`src/design/sbps_pkg.sv`:
```
// -----------------------------------------------------------------------------
// sbps_pkg
// Shared types and constants for the sphere Brownian particle step unit.
// -----------------------------------------------------------------------------
`default_nettype none
package sbps_pkg;

   localparam int PARTICLES     = 1024;
   localparam int IDX_W         = $clog2(PARTICLES);
   localparam int FRACTION_BITS = 16;
   localparam int POS_W         = 28;
   localparam int TICK_W        = 26;
   localparam int CORDIC_STEPS  = 30;
   localparam int ITER_W        = 5;
   localparam int ANG_W         = 34;
   localparam int CXY_W         = 34;
   localparam int SQ_W          = 64;

   localparam logic [POS_W-1:0] POS_MAX = {1'b0, {(POS_W-1){1'b1}}};
   localparam logic [POS_W-1:0] POS_MIN = {1'b1, {(POS_W-1){1'b0}}};
   localparam logic signed [ANG_W-1:0] PI_Q30      = 34'sd3373259426;
   localparam logic signed [ANG_W-1:0] HALF_PI_Q30 = 34'sd1686629713;
   localparam logic [30:0] ONE_Q30 = 31'd1073741824;

   // configuration register indexes
   localparam logic [2:0] CSR_RADIUS_SQ   = 3'd0;
   localparam logic [2:0] CSR_INV_RADIUS  = 3'd1;
   localparam logic [2:0] CSR_THRESHOLD   = 3'd2;
   localparam logic [2:0] CSR_TICKS_RAD   = 3'd3;
   localparam logic [2:0] CSR_REINJECT_Z  = 3'd4;

   localparam logic OP_LOAD = 1'b0;
   localparam logic OP_STEP = 1'b1;

   typedef struct packed {
      logic                    opcode;
      logic [IDX_W-1:0]        particle;
      logic signed [POS_W-1:0] value_x;
      logic signed [POS_W-1:0] value_y;
      logic signed [POS_W-1:0] value_z;
      logic [31:0]             uniform_sample;
   } req_type;

   typedef struct packed {
      logic [IDX_W-1:0]        particle_out;
      logic signed [POS_W-1:0] pos_x;
      logic signed [POS_W-1:0] pos_y;
      logic signed [POS_W-1:0] pos_z;
      logic [TICK_W-1:0]       ticks_left;
      logic                    free_after;
      logic                    absorbed;
   } rsp_type;

   typedef struct packed {
      logic [55:0]             radius_sq;
      logic [31:0]             inverse_radius;
      logic [31:0]             absorb_threshold;
      logic [23:0]             ticks_per_radian;
      logic signed [POS_W-1:0] reinject_z;
   } cfg_type;

   // controller to datapath
   typedef struct packed {
      logic capture;     // latch request, issue memory read
      logic eval;        // latch memory data, compute new position
      logic square;      // square coordinates
      logic decide;      // sum and compare
      logic acos_setup;  // u from z0
      logic sqrt_step;   // root seed, then one root digit
      logic cordic_init;
      logic cordic_step;
      logic timer;       // tick product
      logic commit;      // write back and present result
      logic clear;       // zero one tick entry after reset
   } cmd_type;

   // datapath to controller
   typedef struct packed {
      logic is_load;
      logic is_bound;
      logic absorb;
      logic sqrt_last;
      logic cordic_last;
      logic clear_last;
   } sts_type;

   // atan(2^-i) in Q30
   function automatic logic [29:0] atan_q30(input logic [ITER_W-1:0] i);
      logic [29:0] r;
      begin
         r = '0;
         case (i)
            5'd0:  r = 30'd843314857;
            5'd1:  r = 30'd497837829;
            5'd2:  r = 30'd263043836;
            5'd3:  r = 30'd133525159;
            5'd4:  r = 30'd67021687;
            5'd5:  r = 30'd33543516;
            5'd6:  r = 30'd16775851;
            5'd7:  r = 30'd8388437;
            5'd8:  r = 30'd4194283;
            5'd9:  r = 30'd2097149;
            default: r = 30'd1 << (5'd30 - i);
         endcase
         return r;
      end
   endfunction

   function automatic logic [POS_W-1:0] sat_add(input logic [POS_W-1:0] a,
                                                input logic [POS_W-1:0] b);
      logic [POS_W:0] s;
      begin
         s = {a[POS_W-1], a} + {b[POS_W-1], b};
         if (s[POS_W] != s[POS_W-1]) begin
            return s[POS_W] ? POS_MIN : POS_MAX;
         end
         return s[POS_W-1:0];
      end
   endfunction

endpackage
`default_nettype wire

```
`src/design/sbps_ctrl.sv`:
```
// -----------------------------------------------------------------------------
// sbps_ctrl
// Sequencer for the particle step: memory read, boundary test, and the
// optional square-root plus CORDIC arccosine for absorbed particles.
// -----------------------------------------------------------------------------
`default_nettype none
module sbps_ctrl
   import sbps_pkg::*;
(
   input  wire logic    clock,
   input  wire logic    reset,
   input  wire logic    start,
   input  wire sts_type sts,
   output logic         busy,
   output cmd_type      cmd
);

   localparam logic [3:0] S_IDLE   = 4'd0;
   localparam logic [3:0] S_READ   = 4'd1;
   localparam logic [3:0] S_SQUARE = 4'd2;
   localparam logic [3:0] S_DECIDE = 4'd3;
   localparam logic [3:0] S_USETUP = 4'd4;
   localparam logic [3:0] S_SQRT   = 4'd5;
   localparam logic [3:0] S_CINIT  = 4'd6;
   localparam logic [3:0] S_CORDIC = 4'd7;
   localparam logic [3:0] S_TIMER  = 4'd8;
   localparam logic [3:0] S_COMMIT = 4'd9;
   localparam logic [3:0] S_CLEAR  = 4'd10;

   logic [3:0] state_ff, state_in;

   // next state and commands
   always_comb begin
      state_in = state_ff;
      cmd      = '0;
      unique case (state_ff)
         S_CLEAR: begin
            cmd.clear = 1'b1;
            if (sts.clear_last) begin
               state_in = S_IDLE;
            end
         end
         S_IDLE: begin
            if (start) begin
               cmd.capture = 1'b1;
               state_in    = S_READ;
            end
         end
         S_READ: begin
            cmd.eval = 1'b1;
            state_in = S_SQUARE;
         end
         S_SQUARE: begin
            if (sts.is_load || sts.is_bound) begin
               state_in = S_COMMIT;
            end else begin
               cmd.square = 1'b1;
               state_in   = S_DECIDE;
            end
         end
         S_DECIDE: begin
            cmd.decide = 1'b1;
            state_in   = S_USETUP;
         end
         S_USETUP: begin
            if (sts.absorb) begin
               cmd.acos_setup = 1'b1;
               state_in       = S_SQRT;
            end else begin
               state_in = S_COMMIT;
            end
         end
         S_SQRT: begin
            cmd.sqrt_step = 1'b1;
            if (sts.sqrt_last) begin
               state_in = S_CINIT;
            end
         end
         S_CINIT: begin
            cmd.cordic_init = 1'b1;
            state_in        = S_CORDIC;
         end
         S_CORDIC: begin
            cmd.cordic_step = 1'b1;
            if (sts.cordic_last) begin
               state_in = S_TIMER;
            end
         end
         S_TIMER: begin
            cmd.timer = 1'b1;
            state_in  = S_COMMIT;
         end
         S_COMMIT: begin
            cmd.commit = 1'b1;
            state_in   = S_IDLE;
         end
         default: state_in = S_IDLE;
      endcase
   end

   // hold state; start with the tick clearing pass
   always_ff @(posedge clock) begin
      if (reset) begin
         state_ff <= S_CLEAR;
      end else begin
         state_ff <= state_in;
      end
   end

   assign busy = (state_ff != S_IDLE);

endmodule
`default_nettype wire

```
`config.mk`:
```
export PLATFORM = sky130hd
export DESIGN_NAME = sbps_ctrl
export DESIGN_NICKNAME = d
export VERILOG_FILES = /design/src/design/sbps_pkg.sv /design/src/design/sbps_ctrl.sv
export SDC_FILE = /design/constraint.sdc
export NUM_CORES = 1
export LEC_CHECK = 0
export CAP_MARGIN = 15
export CORE_AREA = 4 4 41 43
export DETAILED_ROUTE_END_ITERATION = 12
export DIE_AREA = 0 0 45 47
export DONT_BUFFER_PORTS = 1
export MAX_ROUTING_LAYER = met4
export PLACE_DENSITY = 0.47
export SLEW_MARGIN = 20
export SYNTH_ARGS = -nofsm -noshare
export SYNTH_HDL_FRONTEND = slang
export SYNTH_SLANG_ARGS = --single-unit
```
`constraint.sdc`:
```
create_clock -name clock -period 2.1 [get_ports clock]
set_input_delay 0.42 -clock clock [delete_from_list [all_inputs] [get_ports clock]]
set_output_delay 0.42 -clock clock [all_outputs]
set_load 0.05 [all_outputs]
```
==> results by group, run 1 <==
GRT
  – Total Routing Usage GR: 10.8%
  – Vias in the first global route: 357
  – Number of antenna violations at the first check in global routing: 0
  – Total gr overflow: 0
  – First-pass GRT wire length: 1580 um
  – Largest net degree at the start of global routing: 14

Critical path
  – Crit. Startpoint: state_ff[2]$_SDFFE_PP0P_
  – Reg2Reg Depth: 4
  – R2r endpoint: state_ff[3]$_SDFFE_PP1P_
  – CP endpoint kind: output port
  – Critical path data required time: 1.68 ns
  – Crit path launch type: flop
  – R2r setup slk: 0.52 ns
  – Arrival @ worst endpoint: 1.48 ns
  – Crit-path max FO: 13
  – RR Startpoint: state_ff[1]$_SDFFE_PP1P_
  – CP Class: flop to output port

Timing
  – Setup TNS: 0 ns
  – Setup Skew: 0.000807 ns
  – Final Hold Vio Count: 0
  – Tcrit/Tclk final: 90.6%
  – Fmax: 0.526 GHz
  – Worst Setup Slack, final: 0.197 ns
  – Slew Limit Fails: 0
  – Final min period: 1.90 ns
  – Slew HR: 67.3%
  – Final setup viols: 0
  – Worst slew pin tran: 0.493 ns
  – RSZ-0062 raised after global routing: no

Synthesis
  – Cell Area, Synth: 402 sq um
  – #FFs+latches synth: 4
  – Synthesized net count: 64
  – Syn avg cell area: 7.30 sq um
  – Seq/Total Area, Yosys: 19.9%
  – Post-synth cell types: 26
  – Synth Warn #: 0
  – Synth Instances: 55

Cells and area
  – Fillcell total: 154
  – Layout cell share with drive strength beyond 1: 23.8%
  – Nets: 74
  – Largest register by flop count: state_ff
  – Layout area overhead: 18.1%
  – Ant diodes: 0
  – Max reg flops: 4
  – Biggest regs: state_ff (4)

CTS
  – Post-CTS Hold Buffers: 0
  – Post-CTS Setup Bufs: 0
  – Maximum clock path buffer count: 2
  – CTS buffer count: 3
  – Worst-path clk slew: 0.04 ns
  – TritonCTS clock tree: yes
  – Root Driver: clkbuf_4
  – Clock sink count: 4
  – H-tree depth: 1
  – Clk_lat worst skew: 0.23 ns
  – Post-cts resize count: 0

Worst hold path
  – Hold EP: state_ff[2]$_SDFFE_PP0P_
  – Hold_sp: reset
  – Worst hold path stage count: 1
  – Min-delay worst type: primary input to flop

Pwr
  – Clock network power share: 23.0%
  – Sequential Power Share: 31.3%
  – Leak: 0.200 nW
  – Cell Pwr Density: 849 mW/mm^2
  – Peak supply drop: 0.480 mV
  – Sw Pwr: 187 uW
  – Comb power frac: 45.7%
  – Switch share: 46.5%
  – Pint: 215 uW

Floorplan
  – FP Rows: 13
  – Core box area: 0.00130 sq mm
  – Number of I/O pins: 21
  – Die area: 0.00212 sq mm
  – DIE HEIGHT: 47 um
  – Initial Utilization: 30.9%
  – Die Width: 45 um

Detailed routing
  – Drt wl/cell: 13.1 um
  – Initial DRC count: 9
  – Via count: 412
  – Routed wire length: 1020 um
  – Remaining antenna violation count after routing: 0
  – Vias per cell: 5.28
  – # DRC: 0
  – DR pass1 iterations: 4

Placement
  – Setup WS pre-CTS: 0.446 ns
  – Port-buffer cells: 0
  – DP Wirelength: 814 um
  – Routability congestion estimate: 0.757

Outcome
  – Outcome: finished clean

Job
  – Max cap viols: 0
-- worst max-delay path, stage by stage (launching register included) --
cell and delay [ns]:
dfxtp_1 0.54, nor2b_4 0.23, and3_1 0.48
-- layout by cell type (no fill, tap or decap) --
| cell type | count |
|---|---|
| nor2b_4 | 1 |
| a32o_1 | 1 |
| nand2_1 | 4 |
| nor3_1 | 3 |
| xnor2_1 | 1 |
| o21a_1 | 1 |
| inv_1 | 2 |
| a21oi_1 | 2 |
| o31ai_1 | 1 |
| nand3_2 | 1 |
| nor3_2 | 1 |
| or2_1 | 1 |
| o21ai_0 | 2 |
| o311ai_1 | 1 |
| nand3b_1 | 1 |
| a221o_1 | 2 |
| buf_4 | 9 |
| and3_1 | 2 |
| nor2_1 | 10 |
| o21ai_1 | 2 |
| or2b_1 | 2 |
| clkbuf_4 | 3 |
| or4_1 | 1 |
| dfxtp_1 | 4 |
| nand2b_1 | 2 |
| mux2i_1 | 1 |
| a31oi_1 | 2 |
-- worst max-delay path by stage --
| stage | end | slack [ns] | cells past startpoint |
|---|---|---|---|
| after floorplan | cmd[7] | 0.02 | 3 |
| after global placement | cmd[0] | 0.45 | 3 |
| after detailed placement | cmd[6] | 0.45 | 2 |
| after CTS | cmd[6] | 0.19 | 2 |
| after global routing | cmd[2] | 0.09 | 3 |
| final | cmd[6] | 0.20 | 2 |
-- metal layers --
metal  GRT usage, %  part of all wire [%]  up-vias
met5              -                     0        -
met4           1.75                     0        0
met3           5.75                    11        0
met2           15.5                    43       20
met1           13.4                    47      179
li1               -                     -      213
-- power groups by stage --
stage               Sequential, mW  Combinational, mW  Clock [mW]
detailed placement           0.126              0.185           0
CTS                          0.125              0.186      0.0981
global placement             0.127              0.186           0
floorplan                   0.0973              0.190           0
global route                 0.129              0.199       0.105
finish                       0.126              0.184      0.0924
-- synthesized netlist by cell type --
cell,count,share of area (%)
nor2_1,10,9.3
nor3_1,4,5.0
buf_6,3,8.4
nand2b_1,2,3.1
o21ai_1,2,2.5
nor2b_4,1,3.4
xnor2_1,1,2.2
or2_1,1,1.6
a32o_1,1,2.5
a221o_1,2,5.0
o311ai_1,1,2.2
or4_1,1,1.9
mux2i_1,1,2.5
and3_1,2,3.1
dfxtp_1,4,20
o21a_1,1,1.9
o21ai_0,2,2.5
nand3_2,1,2.5
buf_4,1,1.9
a31oi_1,2,3.1
a21oi_1,2,2.5
nand3b_1,1,1.9
inv_1,2,1.9
or2b_1,2,3.7
o31ai_1,1,1.9
nand2_1,4,3.7
-- area by class of cell --
class	count	area, sq um	area share (%)
tap	15	18.8	3.96
multi-input combinational	45	278	58.6
timing repair buffer	9	67.6	14.2
inverter	2	7.51	1.58
sequential	4	80.1	16.9
clock buffer	3	22.5	4.75
-- cells by family after synthesis --
group                     after synthesis  synth area share (%)
muxes                                   1                  2.49
and+or+nand+nor                        29                  39.3
xor gates and xnor gates                1                  2.18
AOI/OAI and AO/OA                      14                  24.0
DFF                                     4                  19.9
buffers and inverters                   6                  12.2
-- stage by stage --
stage | hold WS, ns | instance area (sq um) | cells | utilization [%] | power (mW)
final | 0.254 | 474 | 78 | 36.4 | 0.402
after global routing | 0.237 | 474 | 78 | 36.4 | 0.433
after CTS | 0.246 | 474 | 78 | 36.4 | 0.409
after detailed placement | 0.492 | 452 | 75 | 34.7 | 0.311
after global placement | 0.491 | 452 | 75 | 34.7 | 0.313
after floorplan | 0.489 | 407 | 55 | - | 0.287
No activity file was read; power rests on OpenSTA's default activity.
==> inputs of run 2 (changes only) <==
--- a/config.mk
+++ b/config.mk
@@ -6,4 +6,5 @@
 export NUM_CORES = 1
 export LEC_CHECK = 0
+export ABC_AREA = 1
 export CAP_MARGIN = 15
 export CORE_AREA = 4 4 41 43
==> constraint.sdc (replaced) <==
create_clock -name clock -period 2.1 [get_ports clock]
set_input_delay 0.42 -clock clock [delete_from_list [all_inputs] [get_ports clock]]
set_output_delay 0.42 -clock clock [all_outputs]
set_load 0.01 [all_outputs]
==> run 2 against run 1 <==
  * Critical path type unchanged
  * Highest routed layer unchanged
  * Largest power group unchanged
  * Non-clock buffer count down 9
  * First-iteration DRC count fell by 22%
  * Global-route usage increased by 0.41 points
==> results by group, run 2 <==
Synthesis
  – Synth cell count leaders: 22 x nand2_1, 18 x inv_1, 10 x nor2_1, 6 x nand3_1
  – XOR/XNOR share of the synthesized area: 0%
  – Top FF cell, synth: dfxtp_1
  – Seq/Total Area, Yosys: 19.8%
  – Area leader, netlist: nand2_1
  – Synth top area share: 20.4%
  – Post-synthesis compound-gate area fraction: 9.91%
  – Mux share of post-synthesis cell area: 0%
  – Count leader, synth: nand2_1
  – Post-Synth Simple-Gate Area: 51.7%
  – Cell Area, Synth: 404 sq um
  – Post-synth EDFFs: 0
  – Synth Area in Adders: 0%
  – #FFs+latches synth: 4
  – FFs w/ async S/R, synth: 0%
  – Syn avg cell area: 5.32 sq um
  – Synth area leaders: nand2_1 20%, dfxtp_1 20%, inv_1 17%
  – Post-synth cell types: 15
  – Largest family of logic cells by synthesized area: simple AND/OR/NAND/NOR gates
  – Synthesized net count: 85
  – Synth Instances: 76
  – Synth Warn #: 0

CTS
  – Worst-path clk slew: 0.04 ns
  – Post-CTS Setup Bufs: 0
  – Clock sink count: 4
  – Maximum clock path buffer count: 2
  – Post-CTS Hold Buffers: 0
  – H-tree depth: 1
  – CTS buffer count: 3
  – Root Driver: clkbuf_4
  – Clk_lat worst skew: 0.23 ns
  – Post-cts resize count: 0
  – TritonCTS clock tree: yes

Timing
  – Final Hold Vio Count: 0
  – Worst Setup Slack, final: 0.447 ns
  – Setup TNS: 0 ns
  – RSZ-0062 raised after global routing: no
  – Final min period: 1.65 ns
  – Slew HR: 74.8%
  – Tcrit/Tclk final: 78.7%
  – Final setup viols: 0
  – Setup Skew: 0.00236 ns
  – Fmax: 0.605 GHz
  – Slew Limit Fails: 0
  – Worst slew pin tran: 0.375 ns

Placement
  – Setup WS pre-CTS: 0.660 ns
  – Port-buffer cells: 0
  – Routability congestion estimate: 0.765
  – DP Wirelength: 912 um

Worst hold path
  – Worst hold path stage count: 1
  – Min-delay worst type: primary input to flop
  – Hold_sp: reset
  – Hold EP: state_ff[0]$_SDFFE_PP0P_

Cells and area
  – Layout cell share with drive strength beyond 1: 17.7%
  – Biggest regs: state_ff (4)
  – Max reg flops: 4
  – Leading cell type in the layout, fill and taps excluded: nand2_1
  – Fillcell total: 173
  – Ant diodes: 0
  – Commonest cells after routing, fill and taps aside: 22 x nand2_1, 18 x inv_1, 10 x nor2_1
  – Layout area overhead: 10.2%
  – Nets: 90
  – Largest register by flop count: state_ff

Critical path
  – CP Class: flop to output port
  – Most used cell, CP: nor2_1
  – RR Startpoint: state_ff[0]$_SDFFE_PP0P_
  – Crit path launch type: flop
  – Critical path buffers and inverters: 0
  – Critical path data required time: 1.68 ns
  – Critical path's top delay family: simple AND/OR/NAND/NOR gates
  – CP endpoint kind: output port
  – R2r setup slk: 0.88 ns
  – Arrival @ worst endpoint: 1.23 ns
  – Reg2Reg Depth: 6
  – Slowest CP cell: dfxtp_1
  – CP Cell Sequence: nor2_1, nand2_1, nor2_1
  – Crit-path max FO: 5
  – R2r endpoint: state_ff[3]$_SDFFE_PP1P_
  – CP max stage delay: 0.33 ns

Detailed routing
  – # DRC: 0
  – Drt wl/cell: 10.8 um
  – Initial DRC count: 7
  – Vias per cell: 4.49
  – DR pass1 iterations: 4
  – Remaining antenna violation count after routing: 0
  – Via count: 422
  – Routed wire length: 1020 um

Floorplan
  – Number of I/O pins: 21
  – Die area: 0.00212 sq mm
  – Initial Utilization: 31.1%
  – DIE HEIGHT: 47 um
  – FP Rows: 13
  – Core box area: 0.00130 sq mm
  – Die Width: 45 um

Job
  – Max cap viols: 0

Pwr
  – Peak supply drop: 0.323 mV
  – Leak: 0.286 nW
  – Cell Pwr Density: 856 mW/mm^2

GRT
  – Largest net degree at the start of global routing: 6
  – Number of antenna violations at the first check in global routing: 0
  – Total gr overflow: 0
  – First-pass GRT wire length: 1630 um
  – Vias in the first global route: 401
  – Total Routing Usage GR: 11.2%

Outcome
  – Outcome: finished clean
run 2: layout make-up:
class / count / area, sq um / area share [%]
Clock buffer: 3 / 22.5 / 5.06
Inverter: 20 / 75.1 / 16.9
Multi-Input combinational cell: 52 / 249 / 55.9
Sequential cell: 4 / 80.1 / 18.0
Tap cell: 15 / 18.8 / 4.21
run 2: metrics by stage:
step	utilization (%)	power, mW	cell area (sq um)	instances	hold WS (ns)
after global placement	32.5	0.297	423	91	0.489
after detailed placement	32.5	0.297	423	91	0.485
final	34.2	0.381	445	94	0.248
after global routing	34.2	0.419	445	94	0.237
after floorplan	-	0.259	404	76	0.482
after CTS	34.2	0.390	445	94	0.244
run 2: worst max-delay path by stage:
| stage | cells past startpoint | slack (ns) | start | endpoint |
|---|---|---|---|---|
| floorplan | 3 | 0.79 | state_ff[3]$_SDFFE_PP1P_ | cmd[10] |
| global placement | 6 | 0.70 | state_ff[1]$_SDFFE_PP1P_ | cmd[8] |
| detailed placement | 3 | 0.66 | state_ff[3]$_SDFFE_PP1P_ | cmd[10] |
| CTS | 3 | 0.41 | state_ff[3]$_SDFFE_PP1P_ | cmd[10] |
| global route | 3 | 0.34 | state_ff[3]$_SDFFE_PP1P_ | cmd[10] |
| finish | 3 | 0.45 | state_ff[3]$_SDFFE_PP1P_ | cmd[10] |
run 2: routing by layer:
layer	share of wire [%]	wire, um	up-vias	track usage, %
met3	5.8	59	0	3.07
met4	0	0	0	3.51
met1	46	466	176	12.3
li1	-	-	232	-
met2	48	492	14	19.5
met5	0	0	-	-
run 2: report_power, final:
part           switching, mW  total [mW]  internal, mW  leakage, nW
clock network         0.0275      0.0912        0.0637       0.0138
logic                  0.119       0.174        0.0544        0.239
registers             0.0246       0.117        0.0921       0.0332
run 2: kinds of logic (layout without fill, tap and decap cells):
group,Yosys count,in the layout
AND/OR/NAND/NOR,46,46
flip-flops,4,4
buffers and inverters,20,23
AO/OA/AOI/OAI,6,6
run 2: worst register-to-register path: cells and delay by family, from the launching register on:
kind	cells	cell delay, ns
simple gates	5	0.59
compound gates	1	0.11
flops	1	0.46
